==> src/hdl/rmfw_pkg.sv <==
`default_nettype none
package rmfw_pkg;

    localparam int unsigned TID_W    = 4;
    localparam int unsigned STATUS_W = 3;
    localparam int unsigned ERR_W    = 2;
    localparam int unsigned NEST_W   = 8;

    localparam logic OP_ACQUIRE = 1'b0;
    localparam logic OP_RELEASE = 1'b1;

    localparam logic [STATUS_W-1:0] STS_GRANTED    = 3'd0;
    localparam logic [STATUS_W-1:0] STS_NESTED     = 3'd1;
    localparam logic [STATUS_W-1:0] STS_QUEUED     = 3'd2;
    localparam logic [STATUS_W-1:0] STS_COUNT_DOWN = 3'd3;
    localparam logic [STATUS_W-1:0] STS_FREED      = 3'd4;
    localparam logic [STATUS_W-1:0] STS_HANDED     = 3'd5;
    localparam logic [STATUS_W-1:0] STS_NOT_HOLDER = 3'd6;
    localparam logic [STATUS_W-1:0] STS_OTHER      = 3'd7;

    localparam logic [ERR_W-1:0] ERR_NONE      = 2'd0;
    localparam logic [ERR_W-1:0] ERR_WAITING   = 2'd1;
    localparam logic [ERR_W-1:0] ERR_SATURATED = 2'd2;

    typedef enum logic {
        ST_IDLE,
        ST_EXEC
    } t_state;

    typedef struct packed {
        logic             op;
        logic [TID_W-1:0] thread_id;
    } t_req;

    typedef struct packed {
        logic [STATUS_W-1:0] status;
        logic [ERR_W-1:0]    error_kind;
        logic                woken_valid;
        logic [TID_W-1:0]    woken_thread;
        logic                owner_valid;
        logic [TID_W-1:0]    owner_id;
        logic [NEST_W-1:0]   nest_count;
    } t_result;

endpackage
`default_nettype wire

==> src/hdl/rmfw_req_if.sv <==
`default_nettype none
interface rmfw_req_if;
    logic                     valid;
    logic                     ready;
    logic                     op;
    logic [rmfw_pkg::TID_W-1:0] thread_id;

    modport source(output valid, output op, output thread_id, input ready);
    modport sink(input valid, input op, input thread_id, output ready);
endinterface
`default_nettype wire

==> src/hdl/rmfw_rsp_if.sv <==
`default_nettype none
interface rmfw_rsp_if;
    logic                          valid;
    logic                          ready;
    logic [rmfw_pkg::STATUS_W-1:0] status;
    logic [rmfw_pkg::ERR_W-1:0]    error_kind;
    logic                          woken_valid;
    logic [rmfw_pkg::TID_W-1:0]    woken_thread;
    logic                          owner_valid;
    logic [rmfw_pkg::TID_W-1:0]    owner_id;
    logic [rmfw_pkg::NEST_W-1:0]   nest_count;

    modport source(output valid, output status, output error_kind, output woken_valid,
                   output woken_thread, output owner_valid, output owner_id,
                   output nest_count, input ready);
    modport sink(input valid, input status, input error_kind, input woken_valid,
                 input woken_thread, input owner_valid, input owner_id,
                 input nest_count, output ready);
endinterface
`default_nettype wire

==> src/hdl/recursive_mutex_fifo_waiters.sv <==
// Recursive mutex with a FIFO of waiting threads.
// i_req (sink): one beat per request, op (acquire/release) and thread_id.
// o_rsp (source): one beat per request with status, error kind, the woken
// thread on handover, and the owner and nest count after the request.
// A request is registered when taken and evaluated once the head
// entry of the waiter RAM has been read; the result then lands in an output
// register. The block does not take a new request until the current one
// has been evaluated, since i_req ready is high only in the idle state.
// The output register holds a finished result while the next request is
// already taken; if o_rsp stalls, evaluation of that request waits until the
// register frees up, and i_req ready stays low meanwhile.
// Synchronous reset frees the mutex, empties the queue and clears all
// waiting flags; waiter RAM contents are not cleared and need no sweep.
`default_nettype none
module recursive_mutex_fifo_waiters #(
    parameter int unsigned THREADS    = 16,
    parameter int unsigned COUNT_BITS = 8
) (
    input  wire logic     i_clk,
    input  wire logic     i_rst_n,
    rmfw_req_if.sink      i_req,
    rmfw_rsp_if.source    o_rsp
);

    rmfw_pkg::t_req    req;
    rmfw_pkg::t_result res;
    rmfw_pkg::t_result r_out;
    logic              r_out_valid;
    logic              res_valid;
    logic              res_ready;

    assign req.op        = i_req.op;
    assign req.thread_id = i_req.thread_id;

    // Output register frees when empty or when its beat leaves this cycle.
    assign res_ready = !r_out_valid || o_rsp.ready;

    rmfw_ctrl #(
        .THREADS   (THREADS),
        .COUNT_BITS(COUNT_BITS)
    ) u_ctrl (
        .i_clk      (i_clk),
        .i_rst_n    (i_rst_n),
        .i_req_valid(i_req.valid),
        .i_req      (req),
        .o_req_ready(i_req.ready),
        .o_res_valid(res_valid),
        .o_res      (res),
        .i_res_ready(res_ready)
    );

    always_ff @(posedge i_clk) begin
        if (!i_rst_n) begin
            r_out_valid <= 1'b0;
        end else if (res_ready) begin
            r_out_valid <= res_valid;
        end
    end

    always_ff @(posedge i_clk) begin
        if (res_ready && res_valid) begin
            r_out <= res;
        end
    end

    assign o_rsp.valid        = r_out_valid;
    assign o_rsp.status       = r_out.status;
    assign o_rsp.error_kind   = r_out.error_kind;
    assign o_rsp.woken_valid  = r_out.woken_valid;
    assign o_rsp.woken_thread = r_out.woken_thread;
    assign o_rsp.owner_valid  = r_out.owner_valid;
    assign o_rsp.owner_id     = r_out.owner_id;
    assign o_rsp.nest_count   = r_out.nest_count;

endmodule
`default_nettype wire

==> src/hdl/rmfw_ram.sv <==
`default_nettype none
module rmfw_ram #(
    parameter int unsigned WIDTH = 4,
    parameter int unsigned DEPTH = 16
) (
    input  wire logic                     i_clk,
    input  wire logic                     i_we,
    input  wire logic [$clog2(DEPTH)-1:0] i_waddr,
    input  wire logic [WIDTH-1:0]         i_wdata,
    input  wire logic [$clog2(DEPTH)-1:0] i_raddr,
    output logic      [WIDTH-1:0]         o_rdata
);

    logic [WIDTH-1:0] r_mem [DEPTH];
    logic [WIDTH-1:0] r_rdata;

    always_ff @(posedge i_clk) begin
        if (i_we) begin
            r_mem[i_waddr] <= i_wdata;
        end
        r_rdata <= r_mem[i_raddr];
    end

    assign o_rdata = r_rdata;

endmodule
`default_nettype wire

==> src/hdl/rmfw_ctrl.sv <==
`default_nettype none
module rmfw_ctrl #(
    parameter int unsigned THREADS    = 16,
    parameter int unsigned COUNT_BITS = 8
) (
    input  wire logic              i_clk,
    input  wire logic              i_rst_n,
    input  wire logic              i_req_valid,
    input  wire rmfw_pkg::t_req    i_req,
    output logic                   o_req_ready,
    output logic                   o_res_valid,
    output rmfw_pkg::t_result      o_res,
    input  wire logic              i_res_ready
);

    localparam int unsigned TW = $clog2(THREADS);
    localparam int unsigned IW = (TW > rmfw_pkg::TID_W) ? TW : rmfw_pkg::TID_W;
    localparam logic [COUNT_BITS-1:0] COUNT_MAX = '1;

    rmfw_pkg::t_state r_state, n_state;
    rmfw_pkg::t_req   r_req;

    logic                  r_held, n_held;
    logic [TW-1:0]         r_holder, n_holder;
    logic [COUNT_BITS-1:0] r_count, n_count;
    logic [TW-1:0]         r_head, n_head;
    logic [TW-1:0]         r_tail, n_tail;
    logic [TW:0]           r_fill, n_fill;
    logic [THREADS-1:0]    r_waiting, n_waiting;

    logic          accept;
    logic          done;
    logic          enq;
    logic [TW-1:0] head_tid;
    logic [IW-1:0] tid_ext;
    logic [TW-1:0] tid;
    logic          tid_ok;
    logic [rmfw_pkg::STATUS_W-1:0] status;
    logic [rmfw_pkg::ERR_W-1:0]    err;
    logic                          woken_v;

    assign tid_ext = IW'(r_req.thread_id);
    assign tid     = tid_ext[TW-1:0];
    assign tid_ok  = 32'(r_req.thread_id) < THREADS;

    // Waiter queue storage; read port follows the head pointer.
    rmfw_ram #(
        .WIDTH(TW),
        .DEPTH(THREADS)
    ) u_wait_ram (
        .i_clk  (i_clk),
        .i_we   (enq),
        .i_waddr(r_tail),
        .i_wdata(tid),
        .i_raddr(r_head),
        .o_rdata(head_tid)
    );

    always_comb begin
        n_state = r_state;
        unique case (r_state)
            rmfw_pkg::ST_IDLE: if (i_req_valid) n_state = rmfw_pkg::ST_EXEC;
            rmfw_pkg::ST_EXEC: if (i_res_ready) n_state = rmfw_pkg::ST_IDLE;
            default:           n_state = rmfw_pkg::ST_IDLE;
        endcase
    end

    always_comb begin
        o_req_ready = 1'b0;
        o_res_valid = 1'b0;
        unique case (r_state)
            rmfw_pkg::ST_IDLE: o_req_ready = 1'b1;
            rmfw_pkg::ST_EXEC: o_res_valid = 1'b1;
            default: begin
                o_req_ready = 1'b0;
                o_res_valid = 1'b0;
            end
        endcase
    end

    assign accept = o_req_ready && i_req_valid;
    assign done   = o_res_valid && i_res_ready;

    always_comb begin
        n_held    = r_held;
        n_holder  = r_holder;
        n_count   = r_count;
        n_head    = r_head;
        n_tail    = r_tail;
        n_fill    = r_fill;
        n_waiting = r_waiting;
        status    = rmfw_pkg::STS_OTHER;
        err       = rmfw_pkg::ERR_NONE;
        woken_v   = 1'b0;
        enq       = 1'b0;
        priority if (!tid_ok) begin
            status = rmfw_pkg::STS_OTHER;
        end else if (r_req.op == rmfw_pkg::OP_ACQUIRE) begin
            priority if (!r_held) begin
                n_held   = 1'b1;
                n_holder = tid;
                n_count  = COUNT_BITS'(1);
                status   = rmfw_pkg::STS_GRANTED;
            end else if (r_holder == tid) begin
                if (r_count == COUNT_MAX) begin
                    err = rmfw_pkg::ERR_SATURATED;
                end else begin
                    n_count = r_count + 1'b1;
                    status  = rmfw_pkg::STS_NESTED;
                end
            end else if (r_waiting[tid]) begin
                err = rmfw_pkg::ERR_WAITING;
            end else if (r_fill == (TW+1)'(THREADS)) begin
                status = rmfw_pkg::STS_OTHER;
            end else begin
                enq            = done;
                n_tail         = (r_tail == TW'(THREADS - 1)) ? '0 : r_tail + 1'b1;
                n_fill         = r_fill + 1'b1;
                n_waiting[tid] = 1'b1;
                status         = rmfw_pkg::STS_QUEUED;
            end
        end else begin
            priority if (!r_held || r_holder != tid) begin
                status = rmfw_pkg::STS_NOT_HOLDER;
            end else if (r_count > COUNT_BITS'(1)) begin
                n_count = r_count - 1'b1;
                status  = rmfw_pkg::STS_COUNT_DOWN;
            end else if (r_fill != '0) begin
                // Hand over straight to the oldest waiter.
                n_head              = (r_head == TW'(THREADS - 1)) ? '0 : r_head + 1'b1;
                n_fill              = r_fill - 1'b1;
                n_waiting[head_tid] = 1'b0;
                n_holder            = head_tid;
                n_count             = COUNT_BITS'(1);
                woken_v             = 1'b1;
                status              = rmfw_pkg::STS_HANDED;
            end else begin
                n_held   = 1'b0;
                n_holder = '0;
                n_count  = '0;
                status   = rmfw_pkg::STS_FREED;
            end
        end
    end

    always_comb begin
        o_res.status       = status;
        o_res.error_kind   = err;
        o_res.woken_valid  = woken_v;
        o_res.woken_thread = woken_v ? rmfw_pkg::TID_W'(head_tid) : '0;
        o_res.owner_valid  = n_held;
        o_res.owner_id     = n_held ? rmfw_pkg::TID_W'(n_holder) : '0;
        o_res.nest_count   = n_held ? rmfw_pkg::NEST_W'(n_count) : '0;
    end

    always_ff @(posedge i_clk) begin
        if (!i_rst_n) begin
            r_state   <= rmfw_pkg::ST_IDLE;
            r_held    <= 1'b0;
            r_holder  <= '0;
            r_count   <= '0;
            r_head    <= '0;
            r_tail    <= '0;
            r_fill    <= '0;
            r_waiting <= '0;
        end else begin
            r_state <= n_state;
            if (done) begin
                r_held    <= n_held;
                r_holder  <= n_holder;
                r_count   <= n_count;
                r_head    <= n_head;
                r_tail    <= n_tail;
                r_fill    <= n_fill;
                r_waiting <= n_waiting;
            end
        end
    end

    always_ff @(posedge i_clk) begin
        if (accept) begin
            r_req <= i_req;
        end
    end

endmodule
`default_nettype wire
==> src/flat_wrapper.sv <==
// flat-port wrapper written by rule: the top's interface ports become plain ports
module recursive_mutex_fifo_waiters_flat 
#(
    parameter int unsigned THREADS    = 16,
    parameter int unsigned COUNT_BITS = 8
)
  (i_clk, i_rst_n, i_req_valid, i_req_op, i_req_thread_id, i_req_ready, o_rsp_valid, o_rsp_status, o_rsp_error_kind, o_rsp_woken_valid, o_rsp_woken_thread, o_rsp_owner_valid, o_rsp_owner_id, o_rsp_nest_count, o_rsp_ready);
  rmfw_req_if i_req_i ();
  rmfw_rsp_if o_rsp_i ();
  input  wire logic i_clk;
  input  wire logic i_rst_n;
  input wire logic [$bits(i_req_i.valid)-1:0] i_req_valid;
  input wire logic [$bits(i_req_i.op)-1:0] i_req_op;
  input wire logic [$bits(i_req_i.thread_id)-1:0] i_req_thread_id;
  output wire logic [$bits(i_req_i.ready)-1:0] i_req_ready;
  output wire logic [$bits(o_rsp_i.valid)-1:0] o_rsp_valid;
  output wire logic [$bits(o_rsp_i.status)-1:0] o_rsp_status;
  output wire logic [$bits(o_rsp_i.error_kind)-1:0] o_rsp_error_kind;
  output wire logic [$bits(o_rsp_i.woken_valid)-1:0] o_rsp_woken_valid;
  output wire logic [$bits(o_rsp_i.woken_thread)-1:0] o_rsp_woken_thread;
  output wire logic [$bits(o_rsp_i.owner_valid)-1:0] o_rsp_owner_valid;
  output wire logic [$bits(o_rsp_i.owner_id)-1:0] o_rsp_owner_id;
  output wire logic [$bits(o_rsp_i.nest_count)-1:0] o_rsp_nest_count;
  input wire logic [$bits(o_rsp_i.ready)-1:0] o_rsp_ready;
  assign i_req_i.valid = i_req_valid;
  assign i_req_i.op = i_req_op;
  assign i_req_i.thread_id = i_req_thread_id;
  assign i_req_ready = i_req_i.ready;
  assign o_rsp_valid = o_rsp_i.valid;
  assign o_rsp_status = o_rsp_i.status;
  assign o_rsp_error_kind = o_rsp_i.error_kind;
  assign o_rsp_woken_valid = o_rsp_i.woken_valid;
  assign o_rsp_woken_thread = o_rsp_i.woken_thread;
  assign o_rsp_owner_valid = o_rsp_i.owner_valid;
  assign o_rsp_owner_id = o_rsp_i.owner_id;
  assign o_rsp_nest_count = o_rsp_i.nest_count;
  assign o_rsp_i.ready = o_rsp_ready;
  recursive_mutex_fifo_waiters #(.THREADS(THREADS), .COUNT_BITS(COUNT_BITS)) u_core (.i_clk(i_clk), .i_rst_n(i_rst_n), .i_req(i_req_i), .o_rsp(o_rsp_i));
endmodule
==> config.mk <==
export PLATFORM = sky130hd
export DESIGN_NAME = recursive_mutex_fifo_waiters_flat
export DESIGN_NICKNAME = d
export VERILOG_FILES = /design/src/hdl/rmfw_pkg.sv /design/src/hdl/rmfw_req_if.sv /design/src/hdl/rmfw_rsp_if.sv /design/src/hdl/recursive_mutex_fifo_waiters.sv /design/src/hdl/rmfw_ram.sv /design/src/hdl/rmfw_ctrl.sv /design/src/flat_wrapper.sv
export SDC_FILE = /design/constraint.sdc
export NUM_CORES = 1
export LEC_CHECK = 0
export BUFFER_PORTS_ARGS = -buffer_cell sky130_fd_sc_hd__buf_2
export CAP_MARGIN = 20
export CORE_AREA = 5 5 143 145
export CTS_CLUSTER_DIAMETER = 60
export CTS_CLUSTER_SIZE = 10
export DETAILED_ROUTE_END_ITERATION = 8
export DIE_AREA = 0 0 148 150
export HOLD_SLACK_MARGIN = 0.05
export MAX_ROUTING_LAYER = met4
export SETUP_SLACK_MARGIN = 0.1
export SYNTH_ARGS = -nofsm -noshare
export SYNTH_HDL_FRONTEND = slang
export SYNTH_HIERARCHICAL = 1
export SYNTH_SLANG_ARGS = --single-unit
export TNS_END_PERCENT = 50
==> constraint.sdc <==
create_clock -name i_clk -period 4.9 [get_ports i_clk]
set_clock_uncertainty 0.2 [all_clocks]
set_input_delay 0.245 -clock i_clk [delete_from_list [all_inputs] [get_ports i_clk]]
set_output_delay 0.245 -clock i_clk [all_outputs]
set_load 0.03 [all_outputs]
Yosys cells after proc, flatten, opt, wreduce, memory -nomap -nowiden
Memory sizes are Yosys's and may differ from the RTL's. A register that Yosys moved wholly into a read port is not among the register bits.
Cells that the tools add are included.
{"block": "op_classes", "addsub": 6, "n_mux": 68, "n_bitwise": 11, "eq_ne": 12, "n_lt_le_gt_ge": 5, "n_reduce_logical": 14}
{"op": "2-to-1 mux 16 bit", "n": 8}
{"op": "2-to-1 mux 8 bit", "n": 6}
{"op": "2-to-1 mux 5 bit", "n": 8}
{"op": "2-to-1 mux 4 bit", "n": 7}
{"op": "2-to-1 mux 1 bit", "n": 25}
{"op": "2-to-1 mux 3 bit", "n": 8}
{"op": "AND 16 bit", "n": 1}
{"op": "NOT 16 bit", "n": 1}
{"op": "bitwise OR 16 bit", "n": 1}
{"op": "< comparator 4 x 5 -> 1 bit (second input constant)", "n": 2}
{"op": "!= test 2 bit (second input constant)", "n": 5}
{"op": "adder 4 x 1 -> 4 bit (second input constant)", "n": 2}
{"op": "adder 8 x 1 -> 8 bit (second input constant)", "n": 1}
{"op": "demux 1 bit (select 4 bit)", "n": 2}
{"op": "== test 4 bit (second input constant)", "n": 2}
{"op": "== test 8 bit (second input constant)", "n": 1}
{"op": "greater-or-equal comparator 4 x 1 -> 1 bit (second input constant)", "n": 2}
{"op": "> comparator 8 x 1 -> 1 bit (second input constant)", "n": 1}
{"op": "NOT 1 bit", "n": 8}
{"op": "AND reduction 8 bit", "n": 1}
{"op": "subtractor 8 x 1 -> 8 bit (second input constant)", "n": 1}
{"op": "AND reduction 6 bit", "n": 1}
{"op": "adder 5 x 1 -> 5 bit (second input constant)", "n": 1}
{"op": "== test 5 bit (second input constant)", "n": 1}
{"op": "14 further kinds", "n": 20}
{"block": "totals", "memories": 1, "elab_cells": 135, "reg_bits": 72, "ram_bits": 64, "out_inout_bits": 25}
{"memory": "u_core.u_ctrl.u_wait_ram.r_mem", "words": 16, "word_bits": 4, "rd": 1, "rd_clocked_by_memory_dff": 1, "wr": 1, "line": "rmfw_ram.sv:14", "rtl": "logic [WIDTH-1:0] r_mem [DEPTH];"}

Longest topological paths before layout
Gate-level depths: netlist of run 1.
{"block": "depth", "word_depth": 10, "mapped_depth": 10}

Modules after synthesis
The synthesis of run 1 kept the hierarchy.
{"module": "rmfw_ctrl", "area_per_inst_um2": 3109.2, "n_inst": 1, "cells_per_inst": 384}
{"module": "rmfw_ram", "area_per_inst_um2": 2666.3, "n_inst": 1, "cells_per_inst": 130}
{"module": "recursive_mutex_fifo_waiters", "area_per_inst_um2": 748.2, "n_inst": 1, "cells_per_inst": 28}

Least setup slack after synthesis of run 1
No wires, ideal clock.
{"block": "synth_path", "path_type": "flip-flop to flip-flop", "start": "register u_core.u_ctrl.r_req (netlist bit u_core/u_ctrl/tid[2])", "end": "memory u_core.u_ctrl.u_wait_ram.r_mem[0][0], enable pin", "arrival_ns": 3.159, "path_buffers": 2, "stages_incl_launch_ff": 9, "setup_slack_ns": 1.179, "t_required_ns": 4.339, "cell_sequence": "edfxtp_1 -> clkbuf_1 -> mux4_2 -> mux2i_1 -> mux2_2 -> and2_1 -> clkbuf_1 -> or3b_2 -> nor3_1"}
{"block": "synth_via", "elab_chain_len": 8}
{"item": "start: declaration", "line": "rmfw_ctrl.sv:21", "rtl": "rmfw_pkg::t_req r_req;"}
{"item": "start signal: assignment", "line": "rmfw_ctrl.sv:182", "rtl": "r_req <= i_req;"}
{"item": "binary-select mux 1 bit (select 4 bit)", "line": "rmfw_ctrl.sv:111", "rtl": "end else if (r_waiting[tid]) begin"}
{"item": "2-to-1 mux 1 bit (not written as such)", "line": "rmfw_ctrl.sv:111"}
{"item": "2-to-1 mux 1 bit", "line": "rmfw_ctrl.sv:111"}
{"item": "2-to-1 mux 1 bit (*)", "line": "rmfw_ctrl.sv:104", "rtl": "end else if (r_holder == tid) begin"}
{"item": "2-to-1 mux 1 bit (*)", "line": "rmfw_ctrl.sv:99", "rtl": "priority if (!r_held) begin"}
{"item": "2-to-1 mux 1 bit (*)", "line": "rmfw_ctrl.sv:98", "rtl": "end else if (r_req.op == rmfw_pkg::OP_ACQUIRE) begin"}
{"item": "net u_core.u_ctrl.enq", "line": "rmfw_ctrl.sv:33", "rtl": "logic enq;"}
{"item": "2-to-1 mux 1 bit (*)", "line": "rmfw_ram.sv:18", "rtl": "if (i_we) begin"}
{"item": "2-to-1 mux 1 bit (not written as such) (*)", "line": "rmfw_ram.sv:19", "rtl": "r_mem[i_waddr] <= i_wdata;"}
{"item": "end: declaration", "line": "rmfw_ram.sv:14"}
Mark *: on every way through the listed nets, which the timed path passes. The rest lies on a longest branch. The select of a mux whose other input is x is not followed.

Worst setup path in the final report of run 1
{"block": "layout_path", "start": "register u_core.u_ctrl.r_req (netlist bit u_core/u_ctrl/tid[2])", "end": "memory u_core.u_ctrl.u_wait_ram.r_mem[0][0], enable pin"}
{"block": "layout_via", "elab_chain_len": 8}
{"item": "binary-select mux 1 bit (select 4 bit)", "line": "rmfw_ctrl.sv:111"}
{"item": "2-to-1 mux 1 bit (not written as such)", "line": "rmfw_ctrl.sv:111"}
{"item": "2-to-1 mux 1 bit", "line": "rmfw_ctrl.sv:111"}
{"item": "2-to-1 mux 1 bit (*)", "line": "rmfw_ctrl.sv:104"}
{"item": "2-to-1 mux 1 bit (*)", "line": "rmfw_ctrl.sv:99"}
{"item": "2-to-1 mux 1 bit (*)", "line": "rmfw_ctrl.sv:98"}
{"item": "2-to-1 mux 1 bit (*)", "line": "rmfw_ram.sv:18"}
{"item": "2-to-1 mux 1 bit (not written as such) (*)", "line": "rmfw_ram.sv:19"}
Mark *: on every way between the ends. The rest lies on a longest branch, timed or not. The select of a mux whose other input is x is not followed.

==> flow_metrics.py, run 1 <==
metrics = {
    "run_status": {
        "status": "finished clean",
    },
    "global_route": {
        "grt.met1_usage_pct": 16.6,
        "grt_max_degree": 35,
        "grt_use_met3_pct": 3.91,
        "grt_first_pass_wirelength_um": 24200,
        "grt_overflow": 0,
        "top_usage_layer": "met2",
        "grt_pass1_vias": 4553,
        "antenna_found_initial": 0,
        "grtUsageMet2_pct": 24.4,
        "grt.total_usage_pct": 14.5,
    },
    "die": {
        "die_area_um2": 22200,
        "initial_core_util_pct": 34.2,
        "die_w_um": 148,
        "rows": 51,
        "boundaryPins": 34,
        "die_h_um": 150,
        "core_area_um2": 19100,
    },
    "setup_path": {
        "crit_chain": "mux4_2 -> mux2i_1 -> mux2_2 -> and2_1 -> or3b_2 -> nor3_1",
        "cp-end-kind": "register",
        "crit_type": "register to register",
        "worstPathRequired_ns": 4.77,
        "worstPathMaxFanout": 10,
        "startpoint_type": "register",
        "slowest_delay_ns": 0.59,
        "critical_path_arrival_ns": 3.18,
        "critPathTopFamily": "simple AND/OR/NAND/NOR gates",
        "cp_num_buf_inv": 0,
        "worst_path_max_delay_cell": "edfxtp_1",
    },
    "timing": {
        "period_share_pct": 67.5,
        "tightest_slew_ns": 1.03,
        "rsz0062_at_grt": "false",
        "slew_viol_final": 0,
        "whs_ns": 0.160,
        "relSlewSlack_pct": 31.4,
        "fmax_mhz": 302,
        "setup_viol": 0,
        "hold_violations": 0,
        "tns_ns": 0,
        "min_period_ns": 3.31,
    },
    "layout": {
        "multi_input_area_um2": 2580,
        "finish.utilization_pct": 39.4,
        "diodes": 0,
        "fillers": 1803,
        "seqCellArea_um2": 3720,
        "drive_gt1_share_pct": 15.4,
        "area.growth.synth_to_final_pct": 15.2,
        "num-nets-final": 595,
    },
    "clock_network": {
        "h-tree-depth": 4,
        "cts_tree": "done",
        "post_cts_resized": 0,
        "path_clk_slew_ns": 0.06,
        "clkSinkCount": 140,
        "clkLatencyLatePin_ns": 0.43,
        "cts_buffer_depth": 2,
        "cts-root-buf": "clkbuf_16",
        "numCtsBuffers": 17,
    },
    "placement": {
        "hpwl_um": 10100,
        "io_buffers": 33,
        "place_congestion": 0.880,
    },
    "worst_hold_path": {
        "worst_hold_path_type": "primary input to register",
    },
    "route": {
        "drt_iter0_markers": 353,
        "first_pass_iters": 6,
        "vias": 4586,
        "drc": 0,
        "detail-route-antenna-nets": 0,
        "routed_via_density": 5.54,
        "wl_um": 15000,
        "avgRoutedWirePerCell_um": 18.1,
    },
    "pwr": {
        "p_leak_nw": 2.52,
        "max-vdd-ir-drop_v": 0.000432,
        "p_int_w": 0.00208,
        "combPwrFrac_pct": 6.1,
        "switching_share_pct": 23.2,
        "p_sw_w": 0.000628,
        "pwr_density_cell_nw_per_um2": 360,
        "seq_power_share_pct": 47.9,
        "clkPwrFrac_pct": 46.0,
    },
    "synth": {
        "yosysWarnings": 6,
        "synth_cell_types": 64,
        "synth_top_area_share_pct": 42.3,
        "ys_seq_area_share_pct": 57.1,
        "synth_edf_count": 92,
        "synth_area_per_cell_um2": 12.0,
        "synth_cells": 542,
        "ys_ff_latch": 140,
        "async_flop_share_pct": 0,
        "yosys-top-cells-area": "edfxtp_1 (42%), dfxtp_1 (15%), mux4_1 (5.6%), nor2_1 (2.8%), nand2_1 (2.6%)",
        "syn_area_um2": 6520,
        "yosys.area.top_type": "edfxtp_1",
        "synthFlopType": "edfxtp_1",
        "syn_nets": 560,
    },
    "job": {
        "drv_cap": 0,
    },
}
==> cells in the final DEF, fill, tap and decap left out, types with 7 or more instances in the layout <==
| master | n |
|---|---|
| mux4_1 | 14 |
| xnor2_1 | 11 |
| o21ai_0 | 25 |
| nor3_1 | 14 |
| inv_1 | 11 |
| nor2_1 | 49 |
| mux2i_1 | 10 |
| ha_1 | 8 |
| buf_4 | 9 |
| a32o_1 | 10 |
| and2_1 | 7 |
| a21oi_1 | 26 |
| nand4_1 | 9 |
| buf_2 | 33 |
| edfxtp_1 | 92 |
| dfxtp_1 | 48 |
| clkbuf_16 | 17 |
| nand3_1 | 27 |
| nor2b_1 | 8 |
| nand2_1 | 46 |
==> worst paths after layout <==
path	depth (start not counted)	start	to	slack, ns
worst min-delay path	2	i_req_valid	u_core/u_ctrl/tid[0]	0.16
worst max register to register	6	u_core/u_ctrl/tid[2]	u_core/u_ctrl/u_wait_ram/r_mem[0][0]	1.59
worst min register to register	2	u_core/u_ctrl/r_waiting[15]	u_core/u_ctrl/r_waiting[15]	0.26
worst max-delay path	6	u_core/u_ctrl/tid[2]	u_core/u_ctrl/u_wait_ram/r_mem[0][0]	1.59
==> cell usage after synthesis, types with 9 or more instances <==
master	instances
edfxtp_1	92
nor2_1	49
dfxtp_1	48
nand2_1	46
nand3_1	27
a21oi_1	26
o21ai_0	25
clkbuf_1	23
mux4_1	14
nor3_1	14
inv_1	11
xnor2_1	11
a32o_1	10
mux2i_1	10
nand4_1	9
==> layout make-up <==
cell class              instances  share of cell area (%)
multi-input cells             357                    34.3
flip-flops and latches        140                    49.5
clock buffers                  17                    5.66
inverters                      13                   0.649
well taps                     238                    3.96
repair buffers                 48                    3.90
clock inverters                15                    1.95
==> stage by stage <==
stage               total power, W  setup slack, ns  cells  cell area [um2]
floorplan                  0.00143             1.18    542             6520
global placement           0.00148             1.66    790             6880
detailed placement         0.00148             1.60    790             6880
CTS                        0.00273             1.58    828             7520
global route               0.00281             1.41    828             7520
finish                     0.00270             1.59    828             7520
==> flip-flops by register name, indices dropped and copies added (netlist names) <==
register,flops
u_core/o_rsp.woken_thread,4
u_core/u_ctrl/r_tail,4
u_core/o_rsp.error_kind,2
u_core/o_rsp.nest_count,8
u_core/u_ctrl/u_wait_ram/r_mem,64
u_core/o_rsp.woken_valid,1
u_core/u_ctrl/r_waiting,16
u_core/u_ctrl/r_state,1
u_core/o_rsp.owner_id,4
u_core/u_ctrl/r_fill,5
u_core/o_rsp.valid,1
u_core/o_rsp.owner_valid,1
u_core/u_ctrl/r_req,1
u_core/u_ctrl/r_held,1
u_core/u_ctrl/r_head,4
u_core/u_ctrl/u_wait_ram/o_rdata,4
u_core/o_rsp.status,3
u_core/u_ctrl/r_holder,4
u_core/u_ctrl/tid,4
u_core/u_ctrl/r_count,8
==> worst reg2reg max path: cells and delay by family (launching register included) <==
kind	cells	cell delay, ns
flip-flops	1	0.59
multiplexers	3	0.97
AND/OR/NAND/NOR	3	1.19
==> logic make-up (layout without fill, tap and decap cells) <==
| family | after synthesis | in the layout | synth area share (%) |
|---|---|---|---|
| simple gates | 200 | 200 | 15.8 |
| flops | 140 | 140 | 57.1 |
| compound gates | 103 | 103 | 10.6 |
| buf+inv | 45 | 93 | 3.36 |
| mux | 33 | 33 | 9.76 |
| xor+xnor | 12 | 12 | 1.61 |
| fa+ha+maj | 9 | 9 | 1.84 |
==> per-layer routing <==
layer | wire, um | up-vias
li1 | - | 2151
met1 | 6270 | 2268
met2 | 7660 | 150
met3 | 828 | 17
met4 | 228 | 0
met5 | 0 | -
==> power by group through the flow <==
stage / combinational, W / clock [W] / sequential, W
finish: 0.000164 / 0.00124 / 0.00130
global route: 0.000179 / 0.00133 / 0.00130
CTS: 0.000165 / 0.00127 / 0.00130
detailed placement: 0.000160 / 0 / 0.00132
global placement: 0.000159 / 0 / 0.00132
floorplan: 0.0000979 / 0 / 0.00134
==> what timing repair did <==
item / in CTS / in global routing
hold endpoints to repair: 6 / 0
hold buffers: 6 / 0
setup buffers: 0 / 0
setup endpoints to repair: 0 / 0
Note: power is estimated with default switching activity, not from simulation.
==> inputs of run 2 (changes only) <==
--- a/config.mk
+++ b/config.mk
@@ -5,13 +5,14 @@
 export SDC_FILE = /design/constraint.sdc
 export NUM_CORES = 1
 export LEC_CHECK = 0
+export ABC_AREA = 1
 export BUFFER_PORTS_ARGS = -buffer_cell sky130_fd_sc_hd__buf_2
 export CAP_MARGIN = 20
-export CORE_AREA = 5 5 143 145
+export CORE_AREA = 5 5 151 153
 export CTS_CLUSTER_DIAMETER = 60
 export CTS_CLUSTER_SIZE = 10
 export DETAILED_ROUTE_END_ITERATION = 8
-export DIE_AREA = 0 0 148 150
+export DIE_AREA = 0 0 156 158
 export HOLD_SLACK_MARGIN = 0.05
 export MAX_ROUTING_LAYER = met4
 export SETUP_SLACK_MARGIN = 0.1
==> constraint.sdc (replaced) <==
create_clock -name i_clk -period 2.75 [get_ports i_clk]
set_clock_uncertainty 0.2 [all_clocks]
set_input_delay 0.1375 -clock i_clk [delete_from_list [all_inputs] [get_ports i_clk]]
set_output_delay 0.1375 -clock i_clk [all_outputs]
set_load 0.03 [all_outputs]
==> run 2 against run 1 <==
Sequential power rose by 79%. Wire length grew 23%. Sequential cell count unchanged. Non-clock buffer count is 18 higher. Power is 89% higher. Setup slack worse by 1.4 ns. Via count is 32% higher. Final area rose by 14%. Highest routed layer unchanged. Critical path depth up 6. Combinational power rose to 2.7 times the previous value. Critical path type unchanged.
==> flow_metrics.py, run 2 <==
metrics = {
    "die": {
        "boundaryPins": 34,
        "core_area_um2": 21400,
        "die_h_um": 158,
        "rows": 54,
        "initial_core_util_pct": 34.3,
        "die_w_um": 156,
        "die_area_um2": 24600,
    },
    "synth": {
        "ys_seq_area_share_pct": 50.7,
        "synth_top_area_share_pct": 37.6,
        "syn_nets": 920,
        "yosys.area.top_type": "edfxtp_1",
        "synthFlopType": "edfxtp_1",
        "synth_cells": 902,
        "ys_ff_latch": 140,
        "async_flop_share_pct": 0,
        "synth_area_per_cell_um2": 8.14,
        "yosysWarnings": 6,
        "syn_area_um2": 7340,
        "synth_cell_types": 38,
        "yosys-top-cells-area": "edfxtp_1 (38%), dfxtp_1 (13%), nand2_1 (13%), nand3_1 (7.1%), inv_1 (5.4%)",
        "yosysMostFrequentCell": "nand2_1",
        "synth_edf_count": 92,
        "synth_top_cells_by_count": "nand2_1 (249), inv_1 (106), nand3_1 (104)",
    },
    "layout": {
        "diodes": 0,
        "largest_reg_flops": 64,
        "largestRegisters": "u_core/u_ctrl/u_wait_ram/r_mem x64, u_core/u_ctrl/r_waiting x16",
        "final_common_cell": "nand2_1",
        "largest_register": "u_core/u_ctrl/u_wait_ram/r_mem",
        "num-nets-final": 968,
        "fillers": 2112,
        "finish.utilization_pct": 40.2,
        "drive_gt1_share_pct": 14.0,
        "area.growth.synth_to_final_pct": 17.3,
        "fin_area_um2": 8610,
        "layout_common_cells": "nand2_1 (249), inv_1 (106), nand3_1 (102)",
    },
    "pwr": {
        "p_sw_w": 0.00132,
        "p_leak_nw": 3.54,
        "seq_power_share_pct": 45.5,
        "pwr_density_cell_nw_per_um2": 594,
        "combPwrFrac_pct": 8.7,
        "p_int_w": 0.00379,
        "clkPwrFrac_pct": 45.7,
        "switching_share_pct": 25.8,
        "max-vdd-ir-drop_v": 0.000426,
    },
    "timing": {
        "period_share_pct": 93.7,
        "slew_viol_final": 0,
        "hold_violations": 0,
        "tns_ns": 0,
        "min_period_ns": 2.58,
        "setup_viol": 0,
        "relSlewSlack_pct": 55.2,
        "tightest_slew_ns": 0.670,
        "fmax_mhz": 388,
        "rsz0062_at_grt": "true",
    },
    "setup_path": {
        "cp_common_cell": "nand2_1",
        "worst_path_max_delay_cell": "edfxtp_1",
        "crit_type": "register to register",
        "critical_path_arrival_ns": 2.53,
        "slowest_delay_ns": 0.49,
        "worstPathMaxFanout": 11,
        "cp-end-kind": "register",
        "worst_r2r_path_depth": 12,
        "critPathTopFamily": "simple AND/OR/NAND/NOR gates",
        "startpoint_type": "register",
        "crit_chain": "buf_4 -> nand2_1 -> nand2_1 -> nor2_2 -> nand2_4 -> buf_4 -> inv_1 -> nand2_1 -> nand2_1 -> nand4_1 -> o21ai_0 -> nor2_1",
        "worstPathRequired_ns": 2.71,
        "crit_cells": 12,
        "cp_num_buf_inv": 3,
    },
    "global_route": {
        "grt_first_pass_wirelength_um": 29700,
        "antenna_found_initial": 0,
        "grt.total_usage_pct": 15.7,
        "grt_max_degree": 40,
        "grt_pass1_vias": 5638,
        "grt_overflow": 0,
    },
    "route": {
        "avgRoutedWirePerCell_um": 14.9,
        "detail-route-antenna-nets": 0,
        "drt_iter0_markers": 471,
        "drc": 0,
        "routed_via_density": 4.88,
        "wl_um": 18500,
        "vias": 6067,
        "first_pass_iters": 5,
    },
    "placement": {
        "io_buffers": 33,
        "place_congestion": 0.907,
        "place_area_um2": 7770,
        "hpwl_um": 12800,
    },
    "clock_network": {
        "clkSinkCount": 140,
        "cts-root-buf": "clkbuf_16",
        "clkLatencyLatePin_ns": 0.42,
        "numCtsBuffers": 17,
        "h-tree-depth": 4,
        "path_clk_slew_ns": 0.06,
        "cts_buffer_depth": 2,
        "cts_tree": "done",
    },
    "run_status": {
        "status": "finished clean",
    },
    "worst_hold_path": {
        "worst_hold_path_type": "primary input to register",
        "hold_depth": 2,
    },
    "job": {
        "drv_cap": 0,
    },
}
## run 2: metal layers
layer | share of wire, % | GRT usage [%] | vias to the layer above | wire (um)
met5 | 0 | - | - | 0
met4 | 1.1 | 4.75 | 0 | 206
met3 | 6.1 | 3.44 | 18 | 1130
met2 | 47 | 24.3 | 174 | 8640
met1 | 46 | 20.8 | 2803 | 8500
li1 | - | - | 3072 | -
## run 2: cell type report
class / count / area (um2) / area share, %
flip-flops and latches: 140 / 3720 / 43.3
repair buffers: 66 / 439 / 5.10
clock inverters: 15 / 175 / 2.04
well taps: 280 / 350 / 4.07
multi-input cells: 608 / 3040 / 35.3
clock buffers: 17 / 425 / 4.94
inverters: 117 / 457 / 5.31
## run 2: cells by family after synthesis
group | after synthesis | share of synthesized area (%)
flip-flops | 140 | 50.7
buffers and inverters | 155 | 9.50
adder cells (fa/ha/maj) | 9 | 1.64
AND/OR/NAND/NOR | 443 | 26.2
AO/OA/AOI/OAI | 140 | 10.2
XOR/XNOR | 15 | 1.79
## run 2: power by group through the flow
stage                     Combinational [W]  Sequential (W)  Clock [W]
after floorplan                    0.000257         0.00241          0
after global placement             0.000431         0.00237          0
after detailed placement           0.000429         0.00237          0
after CTS                          0.000441         0.00233    0.00238
after global routing               0.000495         0.00233    0.00250
final                              0.000447         0.00233    0.00234
## run 2: per-stage QoR
step                setup slack, ns  hold WS [ns]  power [W]  std cells
global placement              0.209         0.129    0.00280       1198
CTS                           0.122         0.215    0.00515       1239
global route                 0.0460         0.220    0.00532       1243
floorplan                     0.326        0.0364    0.00267        902
finish                        0.172         0.233    0.00511       1243
detailed placement            0.158         0.127    0.00280       1198
## run 2: worst paths after layout
| check | startpoint | end | slack [ns] |
|---|---|---|---|
| hold reg to reg | u_core/u_ctrl/r_count[7] | u_core/u_ctrl/r_count[7] | 0.30 |
| hold / removal | i_req_op | u_core/u_ctrl/r_req[4] | 0.23 |
| setup / recovery | u_core/u_ctrl/tid[0] | u_core/o_rsp.nest_count[0] | 0.17 |
| setup reg to reg | u_core/u_ctrl/tid[0] | u_core/o_rsp.nest_count[0] | 0.17 |
## run 2: what timing repair did
item / in CTS / in global routing
endpoints found under the setup margin: 0 / 96
hold buffers: 9 / 0
endpoints found under the hold margin: 19 / 0
gates resized for setup: 0 / 33
buffers inserted: 0 / 3
==> inputs of run 3 (changes only) <==
--- a/config.mk
+++ b/config.mk
@@ -8,11 +8,11 @@
 export ABC_AREA = 1
 export BUFFER_PORTS_ARGS = -buffer_cell sky130_fd_sc_hd__buf_2
 export CAP_MARGIN = 20
-export CORE_AREA = 5 5 151 153
+export CORE_AREA = 2 2 148 150
 export CTS_CLUSTER_DIAMETER = 60
 export CTS_CLUSTER_SIZE = 10
 export DETAILED_ROUTE_END_ITERATION = 8
-export DIE_AREA = 0 0 156 158
+export DIE_AREA = 0 0 150 152
 export HOLD_SLACK_MARGIN = 0.05
 export MAX_ROUTING_LAYER = met4
 export SETUP_SLACK_MARGIN = 0.1
==> constraint.sdc (replaced) <==
create_clock -name i_clk -period 2.75 [get_ports i_clk]
set_clock_uncertainty 0.2 [all_clocks]
set_input_delay 0.275 -clock i_clk [delete_from_list [all_inputs] [get_ports i_clk]]
set_output_delay 0.275 -clock i_clk [all_outputs]
set_load 0.03 [all_outputs]
==> run 3 against run 2 <==
Worst hold slack improved by 0.053 ns. Sequential share of layout area down 0.29 points. Setup slack better by 0.064 ns. Largest cell class unchanged.
==> flow_metrics.py, run 3 (synthesized netlist as in run 2, its figures left out) <==
metrics = {
    "route": {
        "wl_um": 18200,
        "vias": 6109,
        "drt_iter0_markers": 478,
        "avgRoutedWirePerCell_um": 14.5,
        "first_pass_iters": 6,
        "routed_via_density": 4.88,
        "detail-route-antenna-nets": 0,
        "drc": 0,
    },
    "setup_path": {
        "worstPathMaxFanout": 9,
        "critical_path_arrival_ns": 2.48,
        "worstPathRequired_ns": 2.72,
        "cp-end-kind": "register",
        "crit_type": "register to register",
        "startpoint_type": "register",
    },
    "timing": {
        "relSlewSlack_pct": 59.5,
        "hold_violations": 0,
        "setup_viol": 0,
        "slew_viol_final": 0,
        "rsz0062_at_grt": "true",
        "min_period_ns": 2.51,
        "period_share_pct": 91.4,
        "tightest_slew_ns": 0.605,
        "tns_ns": 0,
        "fmax_mhz": 398,
    },
    "pwr": {
        "p_leak_nw": 3.59,
        "max-vdd-ir-drop_v": 0.000480,
        "pwr_density_cell_nw_per_um2": 578,
        "p_int_w": 0.00364,
        "clkPwrFrac_pct": 44.3,
        "seq_power_share_pct": 46.4,
        "power_w": 0.00500,
        "combPwrFrac_pct": 9.3,
        "p_sw_w": 0.00137,
        "switching_share_pct": 27.3,
    },
    "clock_network": {
        "clkLatencyLatePin_ns": 0.43,
        "path_clk_slew_ns": 0.07,
        "cts-root-buf": "clkbuf_16",
        "cts_buffer_depth": 2,
        "cts_tree": "done",
        "clkSinkCount": 140,
        "h-tree-depth": 4,
        "numCtsBuffers": 17,
    },
    "die": {
        "die_area_um2": 22800,
        "die_w_um": 150,
        "core_area_um2": 21400,
        "rows": 54,
        "boundaryPins": 34,
        "die_h_um": 152,
        "initial_core_util_pct": 34.4,
    },
    "layout": {
        "largest_reg_flops": 64,
        "multi_input_area_um2": 3040,
        "num-nets-final": 977,
        "largest_register": "u_core/u_ctrl/u_wait_ram/r_mem",
        "fillers": 2190,
        "drive_gt1_share_pct": 14.8,
        "area.growth.synth_to_final_pct": 18.1,
        "seqCellArea_um2": 3720,
        "final_common_cell": "nand2_1",
        "largestRegisters": "u_core/u_ctrl/u_wait_ram/r_mem x64, u_core/u_ctrl/r_waiting x16",
        "layout_common_cells": "nand2_1 (249), inv_1 (106), nand3_1 (101)",
    },
    "placement": {
        "place_congestion": 0.918,
        "hpwl_um": 12500,
        "io_buffers": 33,
    },
    "global_route": {
        "grt_pass1_vias": 5545,
        "grt_overflow": 0,
        "grt_max_degree": 40,
        "grt.total_usage_pct": 16.9,
        "grt_first_pass_wirelength_um": 29300,
        "antenna_found_initial": 1,
    },
    "worst_hold_path": {
        "worst_hold_path_type": "register to register",
    },
    "run_status": {
        "status": "finished clean",
    },
    "job": {
        "drv_cap": 0,
    },
}
## run 3: changes by cell type in the layout (fill, tap and decap cells not counted), moves of 2 or more
cell / before / now
nor2_1: 46 / 49
buf_4: 23 / 33
nor2_2: 10 / 6
bufinv_16: 2 / 0
clkinv_4: 3 / 1
inv_8: 3 / 6
inv_6: 7 / 5
## run 3: worst paths after layout
kind | startpoint | to | slack (ns) | depth (start not counted)
setup reg to reg | u_core/u_ctrl/r_count[0] | u_core/o_rsp.nest_count[0] | 0.24 | 10
hold reg to reg | u_core/u_ctrl/r_count[7] | u_core/u_ctrl/r_count[7] | 0.29 | 2
setup / recovery | u_core/u_ctrl/r_count[0] | u_core/o_rsp.nest_count[0] | 0.24 | 10
hold / removal | u_core/u_ctrl/r_count[7] | u_core/u_ctrl/r_count[7] | 0.29 | 2
## run 3: final cells by class
class	instances	share of cell area, %
Timing Repair Buffer	76	6.04
Multi-Input combinational cell	607	35.1
Inverter	117	5.21
Clock inverter	15	1.70
Antenna cell	1	0.0289
Clock buffer	17	4.91
Sequential cell	140	43.0
Tap cell	280	4.04
## run 3: worst max-delay path, cell delays in order, from the launching register on
cell	delay, ns
dfxtp_1	0.37
inv_1	0.20
ha_2	0.27
o21ai_1	0.11
nor2_4	0.23
inv_1	0.06
o21ai_1	0.25
buf_4	0.17
nor2_1	0.03
o21ai_1	0.28
nor2_1	0.08
## run 3: per-layer routing
metal  track usage [%]  vias to the layer above  routed length, um
met5                 -                        -                  0
met4              4.31                        0                215
met3              3.57                       18                988
met2              25.0                      178               8510
met1              23.5                     2826               8500
li1                  -                     3087                  -
## run 3: power groups by stage
stage | Combinational [W] | Sequential, W | Clock, W
finish | 0.000466 | 0.00232 | 0.00222
detailed placement | 0.000442 | 0.00237 | 0
global route | 0.000511 | 0.00233 | 0.00235
floorplan | 0.000257 | 0.00241 | 0
CTS | 0.000454 | 0.00232 | 0.00226
global placement | 0.000443 | 0.00237 | 0
## run 3: repair_timing
item	CTS	global route
hold buffers	9	0
resized for setup	0	32
setup endpoints to repair	0	94
hold endpoints to repair	14	0
setup buffers	0	8
## run 3: metrics by stage
| step | worst slack, ns | std cells | cell area [um2] | util [%] | hold WS (ns) |
|---|---|---|---|---|---|
| detailed placement | 0.125 | 1203 | 7820 | 36.6 | 0.257 |
| finish | 0.237 | 1253 | 8660 | 40.6 | 0.286 |
| floorplan | 0.326 | 902 | 7340 | - | 0.174 |
| global placement | 0.157 | 1203 | 7820 | 36.6 | 0.254 |
| global route | 0.0960 | 1253 | 8660 | 40.6 | 0.322 |
| CTS | 0.124 | 1244 | 8480 | 39.7 | 0.290 |
